==> src/design/hcvs_pkg.sv <==
`timescale 1ns / 1ps
// ----------------------------------------------------------------------------
// hcvs_pkg
// Shared types and constants for the high-degree cycle vertex search core.
// ----------------------------------------------------------------------------
package hcvs_pkg;

   localparam int MaxVertices = 64;
   localparam int VIdxW       = $clog2(MaxVertices);
   localparam int CntW        = $clog2(MaxVertices + 1);
   localparam int FieldW      = 7;
   localparam int DegW        = 3;

   localparam logic [DegW-1:0]   DegCap           = DegW'(4);
   localparam logic [CntW-1:0]   SizeFloor        = CntW'(2);
   localparam logic [FieldW-1:0] VertexCountReset = FieldW'(64);

   // input beat
   typedef struct packed {
      logic [FieldW-1:0] from_vertex;
      logic [FieldW-1:0] to_vertex;
      logic              last_edge;
   } req_type;

   // result beat
   typedef struct packed {
      logic              found;
      logic [FieldW-1:0] vertex;
   } rsp_type;

   typedef enum logic [3:0] {
      S_IDLE,
      S_ERD_U,
      S_EWR_U,
      S_ERD_V,
      S_EWR_V,
      S_OUTER,
      S_ROW_WAIT,
      S_SCAN,
      S_CMP,
      S_DONE,
      S_POP_RD,
      S_POP_WR,
      S_RET,
      S_RESTORE,
      S_FIN,
      S_EMIT
   } state_type;

   // adjacency / degree store commands
   typedef struct packed {
      logic                   rd_en;
      logic [VIdxW-1:0]       rd_addr;
      logic                   wr_en;
      logic [VIdxW-1:0]       wr_addr;
      logic [MaxVertices-1:0] wr_row;
      logic [DegW-1:0]        wr_deg;
      logic                   clear;
   } adj_cmd_type;

   // one frame of the depth-first walk
   typedef struct packed {
      logic [VIdxW-1:0] vertex;
      logic [VIdxW-1:0] parent;
      logic [CntW-1:0]  next;
      logic [CntW-1:0]  low;
      logic [CntW-1:0]  order;
      logic [VIdxW-1:0] pend;
   } frame_type;

   // walk stack, pending stack and visit order memory commands
   typedef struct packed {
      logic             ws_wr;
      logic [VIdxW-1:0] ws_waddr;
      frame_type        ws_wdata;
      logic [VIdxW-1:0] ws_raddr;
      logic             pd_wr;
      logic [VIdxW-1:0] pd_waddr;
      logic [VIdxW-1:0] pd_wdata;
      logic [VIdxW-1:0] pd_raddr;
      logic             vo_wr;
      logic [VIdxW-1:0] vo_waddr;
      logic [CntW-1:0]  vo_wdata;
      logic [VIdxW-1:0] vo_raddr;
   } stk_cmd_type;

   typedef struct packed {
      frame_type        ws_rdata;
      logic [VIdxW-1:0] pd_rdata;
      logic [CntW-1:0]  vo_rdata;
   } stk_rsp_type;

endpackage

==> src/design/hcvs_walk_stacks.sv <==
`timescale 1ns / 1ps
// ----------------------------------------------------------------------------
// hcvs_walk_stacks
// Walk frame stack, pending vertex stack and visit order memory of the
// depth-first search. Each is read every cycle with registered data.
// ----------------------------------------------------------------------------
module hcvs_walk_stacks (
   input  logic                  clock,
   input  hcvs_pkg::stk_cmd_type cmd,
   output hcvs_pkg::stk_rsp_type rsp
);
   import hcvs_pkg::*;

   frame_type        walk_mem  [MaxVertices];
   logic [VIdxW-1:0] pend_mem  [MaxVertices];
   logic [CntW-1:0]  order_mem [MaxVertices];

   // walk frames
   always_ff @(posedge clock) begin
      if (cmd.ws_wr) begin
         walk_mem[cmd.ws_waddr] <= cmd.ws_wdata;
      end
      rsp.ws_rdata <= walk_mem[cmd.ws_raddr];
   end

   // pending vertices
   always_ff @(posedge clock) begin
      if (cmd.pd_wr) begin
         pend_mem[cmd.pd_waddr] <= cmd.pd_wdata;
      end
      rsp.pd_rdata <= pend_mem[cmd.pd_raddr];
   end

   // visit order numbers
   always_ff @(posedge clock) begin
      if (cmd.vo_wr) begin
         order_mem[cmd.vo_waddr] <= cmd.vo_wdata;
      end
      rsp.vo_rdata <= order_mem[cmd.vo_raddr];
   end

endmodule

==> config.mk <==
export PLATFORM = sky130hd
export DESIGN_NAME = hcvs_walk_stacks
export DESIGN_NICKNAME = d
export VERILOG_FILES = /design/src/design/hcvs_pkg.sv /design/src/design/hcvs_walk_stacks.sv
export SDC_FILE = /design/constraint.sdc
export NUM_CORES = 2
export LEC_CHECK = 0
export BUFFER_PORTS_ARGS = -buffer_cell sky130_fd_sc_hd__buf_2
export CAP_MARGIN = 20
export CORE_ASPECT_RATIO = 0.5
export CORE_MARGIN = 3
export CORE_UTILIZATION = 45
export DETAILED_ROUTE_END_ITERATION = 8
export PLACE_DENSITY_LB_ADDON = 0.12
export SLEW_MARGIN = 20
export SYNTH_ARGS = -nofsm -noshare
export SYNTH_HDL_FRONTEND = slang
export SYNTH_SLANG_ARGS = --single-unit
==> constraint.sdc <==
create_clock -name clock -period 4.6 [get_ports clock]
set_input_delay 0.69 -clock clock [delete_from_list [all_inputs] [get_ports clock]]
set_output_delay 0.69 -clock clock [all_outputs]
set_load 0.1 [all_outputs]
==> impl_metrics.toml <==
[floorplan]
die_h_microns = 384
die_x_microns = 762
io_pins = 144
die_area_sq_mm = 0.292
start_util = 0.453
fp-row-count = 138
core_area_sq_mm = 0.284

[routing]
drt_iter0_drc = 7941
first_pass_iters = 6
vias_per_cell = 6.18
drc = 0
routed_wirelength_microns = 346000
ant_nets = 0
wl_per_cell_microns = 35.3
num_vias = 60600

[global_routing]
grt_pass1_vias = 61800
antenna_found_initial = 24
grt_first_pass_wirelength_microns = 485000
grt_max_degree = 65
grtUsageTotal = 0.236
grt-ovfl-total = 0

[clocking]
post-cts-setup-buffers = 0
cts-buffers-inserted = 307
cts_max_path_buffers = 4
cts.repair.resized = 0
cts_tree = "built"
cts_hold_buf = 0
clock-sinks = 3380
clock_latency_ns = 0.87
clk_transition_reported_paths_ns = 0.07
ctsRootBufferMaster = "clkbuf_16"
h-tree-depth = 5

[setup_path]
path_cells = "buf_8 -> buf_12 -> buf_4 -> mux4_2 -> mux4_2 -> o22ai_1 -> nor2_1"
critical_path_buf_inv_count = 3
critical_path_arrival_ns = 3.50
timing.rr.start = "walk_mem[31][20]"
slowest_stage = "o22ai_1"
crit_fanout = 47
cp-startpoint = "cmd[39]"
start_kind = "input pin"
cp_data_required_time_ns = 5.35
crit_type = "in2reg"
cp_common_cell = "mux4_2"
end_kind = "flip-flop"
cp_top_family = "buffers and inverters"
cp_slowest_stage_delay_ns = 0.54

[sta]
worst_slack_ns = 1.85
skew_ns = 0.0487
fin_tns_setup_ns = 0
hold_violations = 0
finalCritPeriodShare = 0.598
tightest_slew_ns = 1.15
max_freq_mhz = 364
fin_crit_ns = 2.75
rsz0062_at_grt = "false"
holdWs_ns = 0.164
report.final.slew_viol_count = 0
relSlewSlack = 0.233
finalSetupViolations = 0

[cells_and_area]
fin_area_sq_mm = 0.145
mostFrequentLayoutCell = "edfxtp_1"
utilization = 0.513
final_cell_mix = "3328 x edfxtp_1, 936 x mux4_2, 317 x clkbuf_16"
instances_no_fill = 9802
areaGrowthSynthToFinish_pct = 13.1
nets = 5868
layout-drive-gt1-share = 0.310

[logic_synthesis]
synth_top_family_by_area = "multiplexers"
synth.ff_latch_count = 3380
netlist_instances = 5397
synth_simple_gate_area_frac = 0.0136
syn_area_sq_mm = 0.129
yosysTopAreaCell = "edfxtp_1"
yosys_warnings = 0
yosysSeqAreaShare = 0.786
synth_compound_area_frac = 0.0122
synthTopCellsByArea = "edfxtp_1 78%, mux4_2 16%, dfxtp_1 0.81%"
synth-adder-area-share = 0
synth_nets = 5489
synth.avg_cell_area_sq_um = 23.8
synth_mux_area_frac = 0.178
synthXorXnorAreaFrac = 0
synth_top_area_frac = 0.778
ys_types = 38

[placement]
dp.cells = 9246
place_ws_ns = 0.933
numPortBuffers = 143
dp_hpwl_microns = 195000
place_area_sq_mm = 0.135
routabilityCongestion = 0.801

[worst_hold_path]
hp-class = "in2reg"
hold_start = "cmd[5]"

[pwr]
p_total_mw = 63.4
power_density_mw_per_mm2 = 436
peakVddDrop_mv = 0.279
p_leak_nw = 44.8

[job]
maxCapViolCount = 0

[status]
status = "complete, no violations"
[area by class of cell]
class,instances,area (sq um)
antenna,7,17.5
sequential,3380,101000
multi-input combinational,1727,26600
tap,3780,4730
clock inverter,142,1370
clock buffer,406,8450
fill,21900,138000
timing repair buffer,360,3220
[power breakdown]
part,switching [mW],total [mW],internal (mW),leakage (nW)
sequential,0.134,34.2,34.1,30.4
clock,11.3,25.6,14.3,4.78
combinational,2.36,3.58,1.22,9.64
[routing by layer]
metal  GRT usage  wire, microns  up-vias
met5           0             27        -
met3      0.0421          26200      513
met4      0.0579           8810        4
met1       0.343         146000    33500
li1            -              -    24000
met2       0.373         165000     2589
[logic make-up (layout without fill, tap and decap cells)]
kind of cell	after synthesis	count (layout)
other cells	0	7
mux	1103	1103
compound gates	229	229
flops	3380	3380
buf+inv	290	908
simple gates	395	395
[cell usage after synthesis, drive strengths merged]
library cell     n
buf            176
nor3b            1
a22oi           16
nor3             5
mux2i          101
o21ai           28
dfxtp           52
nand2           38
o2bb2ai          1
a221o            5
a31oi            6
clkbuf         114
or3b             7
or3              4
o221ai          33
o22ai           67
or2              2
o211ai           3
a22o             1
nand3           32
a21oi           23
a221oi           5
nand3b          11
nor4             7
and2             3
nand2b          10
mux4           936
o31ai            9
nor2b           26
nand4            4
mux2            66
a211oi          30
nor2           245
a2111oi          2
edfxtp        3328
[flip-flops by register name, indices dropped and copies added, names as in the netlist]
name / cells
order_mem: 448
pend_mem: 384
rsp: 52
walk_mem: 2496
[path summary, 6_finish.rpt]
kind,endpoint,slack [ns],cells past startpoint
worst min register to register,rsp[8],0.81,4
worst max register to register,rsp[33],2.45,4
worst max-delay path,rsp[33],1.85,7
worst min-delay path,rsp[1],0.16,2
No activity file was read; power rests on OpenSTA's default activity.
