**config.mk**
```make
export PLATFORM = sky130hd
export DESIGN_NAME = hcvs_adj_store
export DESIGN_NICKNAME = d
export VERILOG_FILES = /design/src/design/hcvs_pkg.sv /design/src/design/hcvs_adj_store.sv
export SDC_FILE = /design/constraint.sdc
export NUM_CORES = 2
export LEC_CHECK = 0
export BUFFER_PORTS_ARGS = -buffer_cell sky130_fd_sc_hd__buf_2
export CORE_UTILIZATION = 57
export DETAILED_ROUTE_END_ITERATION = 7
export PLACE_DENSITY = 0.7
export SLEW_MARGIN = 20
export SYNTH_ARGS = -nofsm -noshare
export SYNTH_HDL_FRONTEND = slang
export SYNTH_MEMORY_MAX_BITS = 65536
export SYNTH_SLANG_ARGS = --single-unit
```
**constraint.sdc**
```tcl
create_clock -name clock -period 16.1 [get_ports clock]
set_clock_uncertainty 0.2 [all_clocks]
set_input_delay 0 -clock clock [delete_from_list [all_inputs] [get_ports clock]]
set_output_delay 0 -clock clock [all_outputs]
set_load 0.05 [all_outputs]
```
**src/design/hcvs_pkg.sv**
```systemverilog
`timescale 1ns / 1ps
// ----------------------------------------------------------------------------
// hcvs_pkg
// Shared types and constants for the high-degree cycle vertex search core.
// ----------------------------------------------------------------------------
package hcvs_pkg;

   localparam int MaxVertices = 64;
   localparam int VIdxW       = $clog2(MaxVertices);
   localparam int CntW        = $clog2(MaxVertices + 1);
   localparam int FieldW      = 7;
   localparam int DegW        = 3;

   localparam logic [DegW-1:0]   DegCap           = DegW'(4);
   localparam logic [CntW-1:0]   SizeFloor        = CntW'(2);
   localparam logic [FieldW-1:0] VertexCountReset = FieldW'(64);

   // input beat
   typedef struct packed {
      logic [FieldW-1:0] from_vertex;
      logic [FieldW-1:0] to_vertex;
      logic              last_edge;
   } req_type;

   // result beat
   typedef struct packed {
      logic              found;
      logic [FieldW-1:0] vertex;
   } rsp_type;

   typedef enum logic [3:0] {
      S_IDLE,
      S_ERD_U,
      S_EWR_U,
      S_ERD_V,
      S_EWR_V,
      S_OUTER,
      S_ROW_WAIT,
      S_SCAN,
      S_CMP,
      S_DONE,
      S_POP_RD,
      S_POP_WR,
      S_RET,
      S_RESTORE,
      S_FIN,
      S_EMIT
   } state_type;

   // adjacency / degree store commands
   typedef struct packed {
      logic                   rd_en;
      logic [VIdxW-1:0]       rd_addr;
      logic                   wr_en;
      logic [VIdxW-1:0]       wr_addr;
      logic [MaxVertices-1:0] wr_row;
      logic [DegW-1:0]        wr_deg;
      logic                   clear;
   } adj_cmd_type;

   // one frame of the depth-first walk
   typedef struct packed {
      logic [VIdxW-1:0] vertex;
      logic [VIdxW-1:0] parent;
      logic [CntW-1:0]  next;
      logic [CntW-1:0]  low;
      logic [CntW-1:0]  order;
      logic [VIdxW-1:0] pend;
   } frame_type;

   // walk stack, pending stack and visit order memory commands
   typedef struct packed {
      logic             ws_wr;
      logic [VIdxW-1:0] ws_waddr;
      frame_type        ws_wdata;
      logic [VIdxW-1:0] ws_raddr;
      logic             pd_wr;
      logic [VIdxW-1:0] pd_waddr;
      logic [VIdxW-1:0] pd_wdata;
      logic [VIdxW-1:0] pd_raddr;
      logic             vo_wr;
      logic [VIdxW-1:0] vo_waddr;
      logic [CntW-1:0]  vo_wdata;
      logic [VIdxW-1:0] vo_raddr;
   } stk_cmd_type;

   typedef struct packed {
      frame_type        ws_rdata;
      logic [VIdxW-1:0] pd_rdata;
      logic [CntW-1:0]  vo_rdata;
   } stk_rsp_type;

endpackage

```
**src/design/hcvs_adj_store.sv**
```systemverilog
`timescale 1ns / 1ps
// ----------------------------------------------------------------------------
// hcvs_adj_store
// Adjacency row memory with the saturating degree count kept beside each
// row. Row valid bits make a cleared row read as zero.
// ----------------------------------------------------------------------------
module hcvs_adj_store (
   input  logic                                clock,
   input  logic                                reset,
   input  hcvs_pkg::adj_cmd_type               cmd,
   output logic [hcvs_pkg::MaxVertices-1:0]    rd_row,
   output logic [hcvs_pkg::DegW-1:0]           rd_deg
);
   import hcvs_pkg::*;

   logic [DegW+MaxVertices-1:0] mem [MaxVertices];
   logic [DegW+MaxVertices-1:0] rdata_ff;
   logic [MaxVertices-1:0]      valid_ff;
   logic                        rvalid_ff;

   // memory write and registered read
   always_ff @(posedge clock) begin
      if (cmd.wr_en) begin
         mem[cmd.wr_addr] <= {cmd.wr_deg, cmd.wr_row};
      end
      if (cmd.rd_en) begin
         rdata_ff <= mem[cmd.rd_addr];
      end
   end

   // row valid bits
   always_ff @(posedge clock) begin
      if (reset || cmd.clear) begin
         valid_ff <= '0;
      end else if (cmd.wr_en) begin
         valid_ff[cmd.wr_addr] <= 1'b1;
      end
   end

   always_ff @(posedge clock) begin
      if (reset) begin
         rvalid_ff <= 1'b0;
      end else if (cmd.rd_en) begin
         rvalid_ff <= valid_ff[cmd.rd_addr] && !(cmd.wr_en && cmd.clear);
      end
   end

   assign rd_row = rvalid_ff ? rdata_ff[MaxVertices-1:0] : '0;
   assign rd_deg = rvalid_ff ? rdata_ff[DegW+MaxVertices-1:MaxVertices] : '0;

endmodule

```
==> flow_summary.toml <==
[critical_path]
cp_max_fo = 85
r2r_setup_slack_ns = 13.36
path_delay_family = "buffers and inverters"
critPathCaptureType = "flip-flop"
critPathLaunchType = "primary input"
cp.arrival_ns = 5.26
rr_worst_depth = 4
reg2reg_to = "rdata_ff[6]$_DFFE_PP_"
path_buf_inv = 5
path_class = "primary input to flip-flop"
crit_top_cell = "buf_4"
required_ns = 16.58
r2r-start = "mem[55][6]$_DFFE_PP_"
crit_slowest_cell = "buf_4"
crit_path_max_incr_delay_ns = 0.84
cp_cell_sequence = "dlygate4sd3_1 > buf_8 > buf_4 > buf_4 > buf_4 > mux4_2 > mux4_2 > a22oi_1 > nand2_1"

[drt]
via_count = 79711
drc = 0
vias_per_cell = 6.992
wire_per_inst_um = 40.15
drt-pass1-iter-count = 6
drt_iter0_drc = 12014
drtAntennaViolNets = 0
drt-total-wl_um = 457800

[min_path]
whs_endpoint = "mem[52][4]$_DFFE_PP_"
min_from = "cmd[8]"
hold_depth = 2
hold_class = "primary input to flip-flop"

[synthesis]
synth_cells = 6590
yosysWarnings = 0
synth_area_um2 = 166900
synth_cell_types = 31
syn-mean-instance-area_um2 = 25.33
synth_seq_cells = 4420
synth_fp_nets = 6674
seq_area_frac_synth = 0.7912

[run]
maxCapViolations = 0

[power]
post-layout-total-power_mw = 23.74
p_per_area_nw_per_um2 = 126.0
p_leak_nw = 58.58
ir_drop_mv = 0.1125

[sta]
relSlewSlack = 0.1782
fmax_mhz = 209.3
setup_viol_count_final = 0
final.setup.worst_slack_ns = 11.32
worst_pin_slew_ns = 1.233
rsz0062_at_grt = "false"
tns_ns = 0
timing.final.crit_period_ns = 4.778
final_hold_viol_count = 0
final_max_slew_viol_count = 0
period_share = 0.2968

[cts]
insertion_delay_ns = 1.01
cts_made_buffers = 433
htree_levels = 5
cts_tree = "done"
post_cts_buffers = 0
ctsResizeCount = 0
clock-root-buffer = "clkbuf_16"
clock-sinks = 4420
ctsLongestPathBuffers = 4
clk_pin_slew_ns = 0.06

[placement]
io_buffers = 150
place_inst = 10484
place_worst_setup_slack_ns = 10.51
dp_hpwl_um = 224800
gp_congestion = 0.7931
placed_area_um2 = 173400

[run_status]
status = "finished clean"

[floorplan]
num_rows = 198
design.die.area_um2 = 295000
dieHeight_um = 543.2
fp.dieW_um = 543.2
core_area_um2 = 291100
ios = 151
start_util = 0.5735

[grt]
antenna_found_initial = 40
grt_max_degree = 165
grt_pass1_wl_um = 630100
grt_overflow = 0
use_met1 = 0.4349
grt.busiest_layer = "met2"
grt_use_met3 = 0.06227
gr-usage-met2 = 0.4979
grt_pass1_vias = 78800
grt_use_total = 0.3147

[layout]
final_net_count = 7208
drive_gt1_frac = 0.3190
final_cells = 11401
area_delta_synth_final_pct = 12.87
finalInstanceArea_um2 = 188400
[cell usage after synthesis, drive strengths merged]
master   number  area [um^2]
o21ai         3        15.01
a21boi        1        7.510
edfxtp     4355       130800
mux2i         1        10.01
nor2         68        255.2
a2111oi       2        17.52
or3           1        6.260
nor3          7        35.03
o21a         64        480.5
and2         67        419.2
nand4         4        25.02
nor2b         6        37.54
nand2        74        277.8
inv           5        18.77
a211oi        1        7.510
clkbuf      183        686.9
o2111ai       2        17.52
nor4          3        18.77
mux2          2        22.52
a22oi       134         1006
dfxtp        65         1301
a31oi         1        6.260
mux4       1356        30540
nand3        10        50.05
a32o          1        10.01
nand2b        4        25.02
buf         169        858.3
nand3b        1        7.510
[timing repair]
item,4_1_cts,5_1_grt
endpoints found under the setup margin,0,0
endpoints found under the hold margin,4881,70
hold buffers,98,4
[layout make-up]
cell class,instances,area (um^2)
Sequential cell,4420,132100
Fill cell,18250,102700
Multi-Input combinational cell,1813,33800
Clock buffer,526,11290
Tap cell,3900,4880
Timing Repair Buffer,451,3731
Clock inverter,267,2571
Antenna cell,19,47.55
Inverter,5,18.77
[routing by layer]
metal  share of wire  vias up
li1                -    29911
met1            0.35    43261
met2            0.48     5515
met3            0.11     1002
met4           0.048       22
met5         0.00034        -
[report_power, final]
part	internal, mW	switching (mW)
Sequential	12.7	0.0607
Combinational	0.428	0.600
Clock	5.63	4.28
Total	18.8	4.94
[cell families (layout without fill, tap and decap cells)]
kind of cell / count (synthesis) / after routing / synth area share
other: 0 / 19 / 0
AO/OA/AOI/OAI: 209 / 209 / 0.009391
buffers and inverters: 357 / 1249 / 0.009369
AND/OR/NAND/NOR: 245 / 245 / 0.006933
flip-flops: 4420 / 4420 / 0.7912
multiplexers: 1359 / 1359 / 0.1831
[cell usage in the layout (no fill, tap or decap), drive strengths merged, types with 3 or more instances in the layout]
| cell | instances |
|---|---|
| edfxtp | 4355 |
| nand3 | 10 |
| nand2b | 4 |
| diode | 19 |
| a22oi | 134 |
| clkinv | 206 |
| clkbuf | 526 |
| mux4 | 1356 |
| nand4 | 4 |
| o21a | 64 |
| and2 | 67 |
| nor2 | 68 |
| dfxtp | 65 |
| buf | 352 |
| clkinvlp | 9 |
| nor2b | 6 |
| o21ai | 3 |
| nand2 | 74 |
| inv | 17 |
| bufinv | 40 |
| nor4 | 3 |
| dlygate4sd3 | 99 |
| nor3 | 7 |
[flip-flops by register name, summed over array words and instances (netlist names)]
register   count
mem         4288
rdata_ff      67
valid_ff      64
rvalid_ff      1
[how the worst max path moves through the flow]
| stage | from | endpoint | depth (start not counted) |
|---|---|---|---|
| floorplan | cmd[74] | mem[40][0]$_DFFE_PP_ | 3 |
| global placement | cmd[75] | rdata_ff[33]$_DFFE_PP_ | 8 |
| detailed placement | cmd[75] | rdata_ff[33]$_DFFE_PP_ | 8 |
| CTS | cmd[77] | rdata_ff[24]$_DFFE_PP_ | 9 |
| global route | cmd[75] | rdata_ff[33]$_DFFE_PP_ | 8 |
| finish | cmd[77] | rdata_ff[24]$_DFFE_PP_ | 9 |
[through the flow]
stage | hold WS, ns | util
floorplan | -0.1207 | -
global placement | 0.09084 | 0.5950
detailed placement | 0.08994 | 0.5956
CTS | 0.002527 | 0.6467
global route | 0.02784 | 0.6472
finish | 0.02248 | 0.6473
Note: power is estimated with default switching activity, not from simulation.
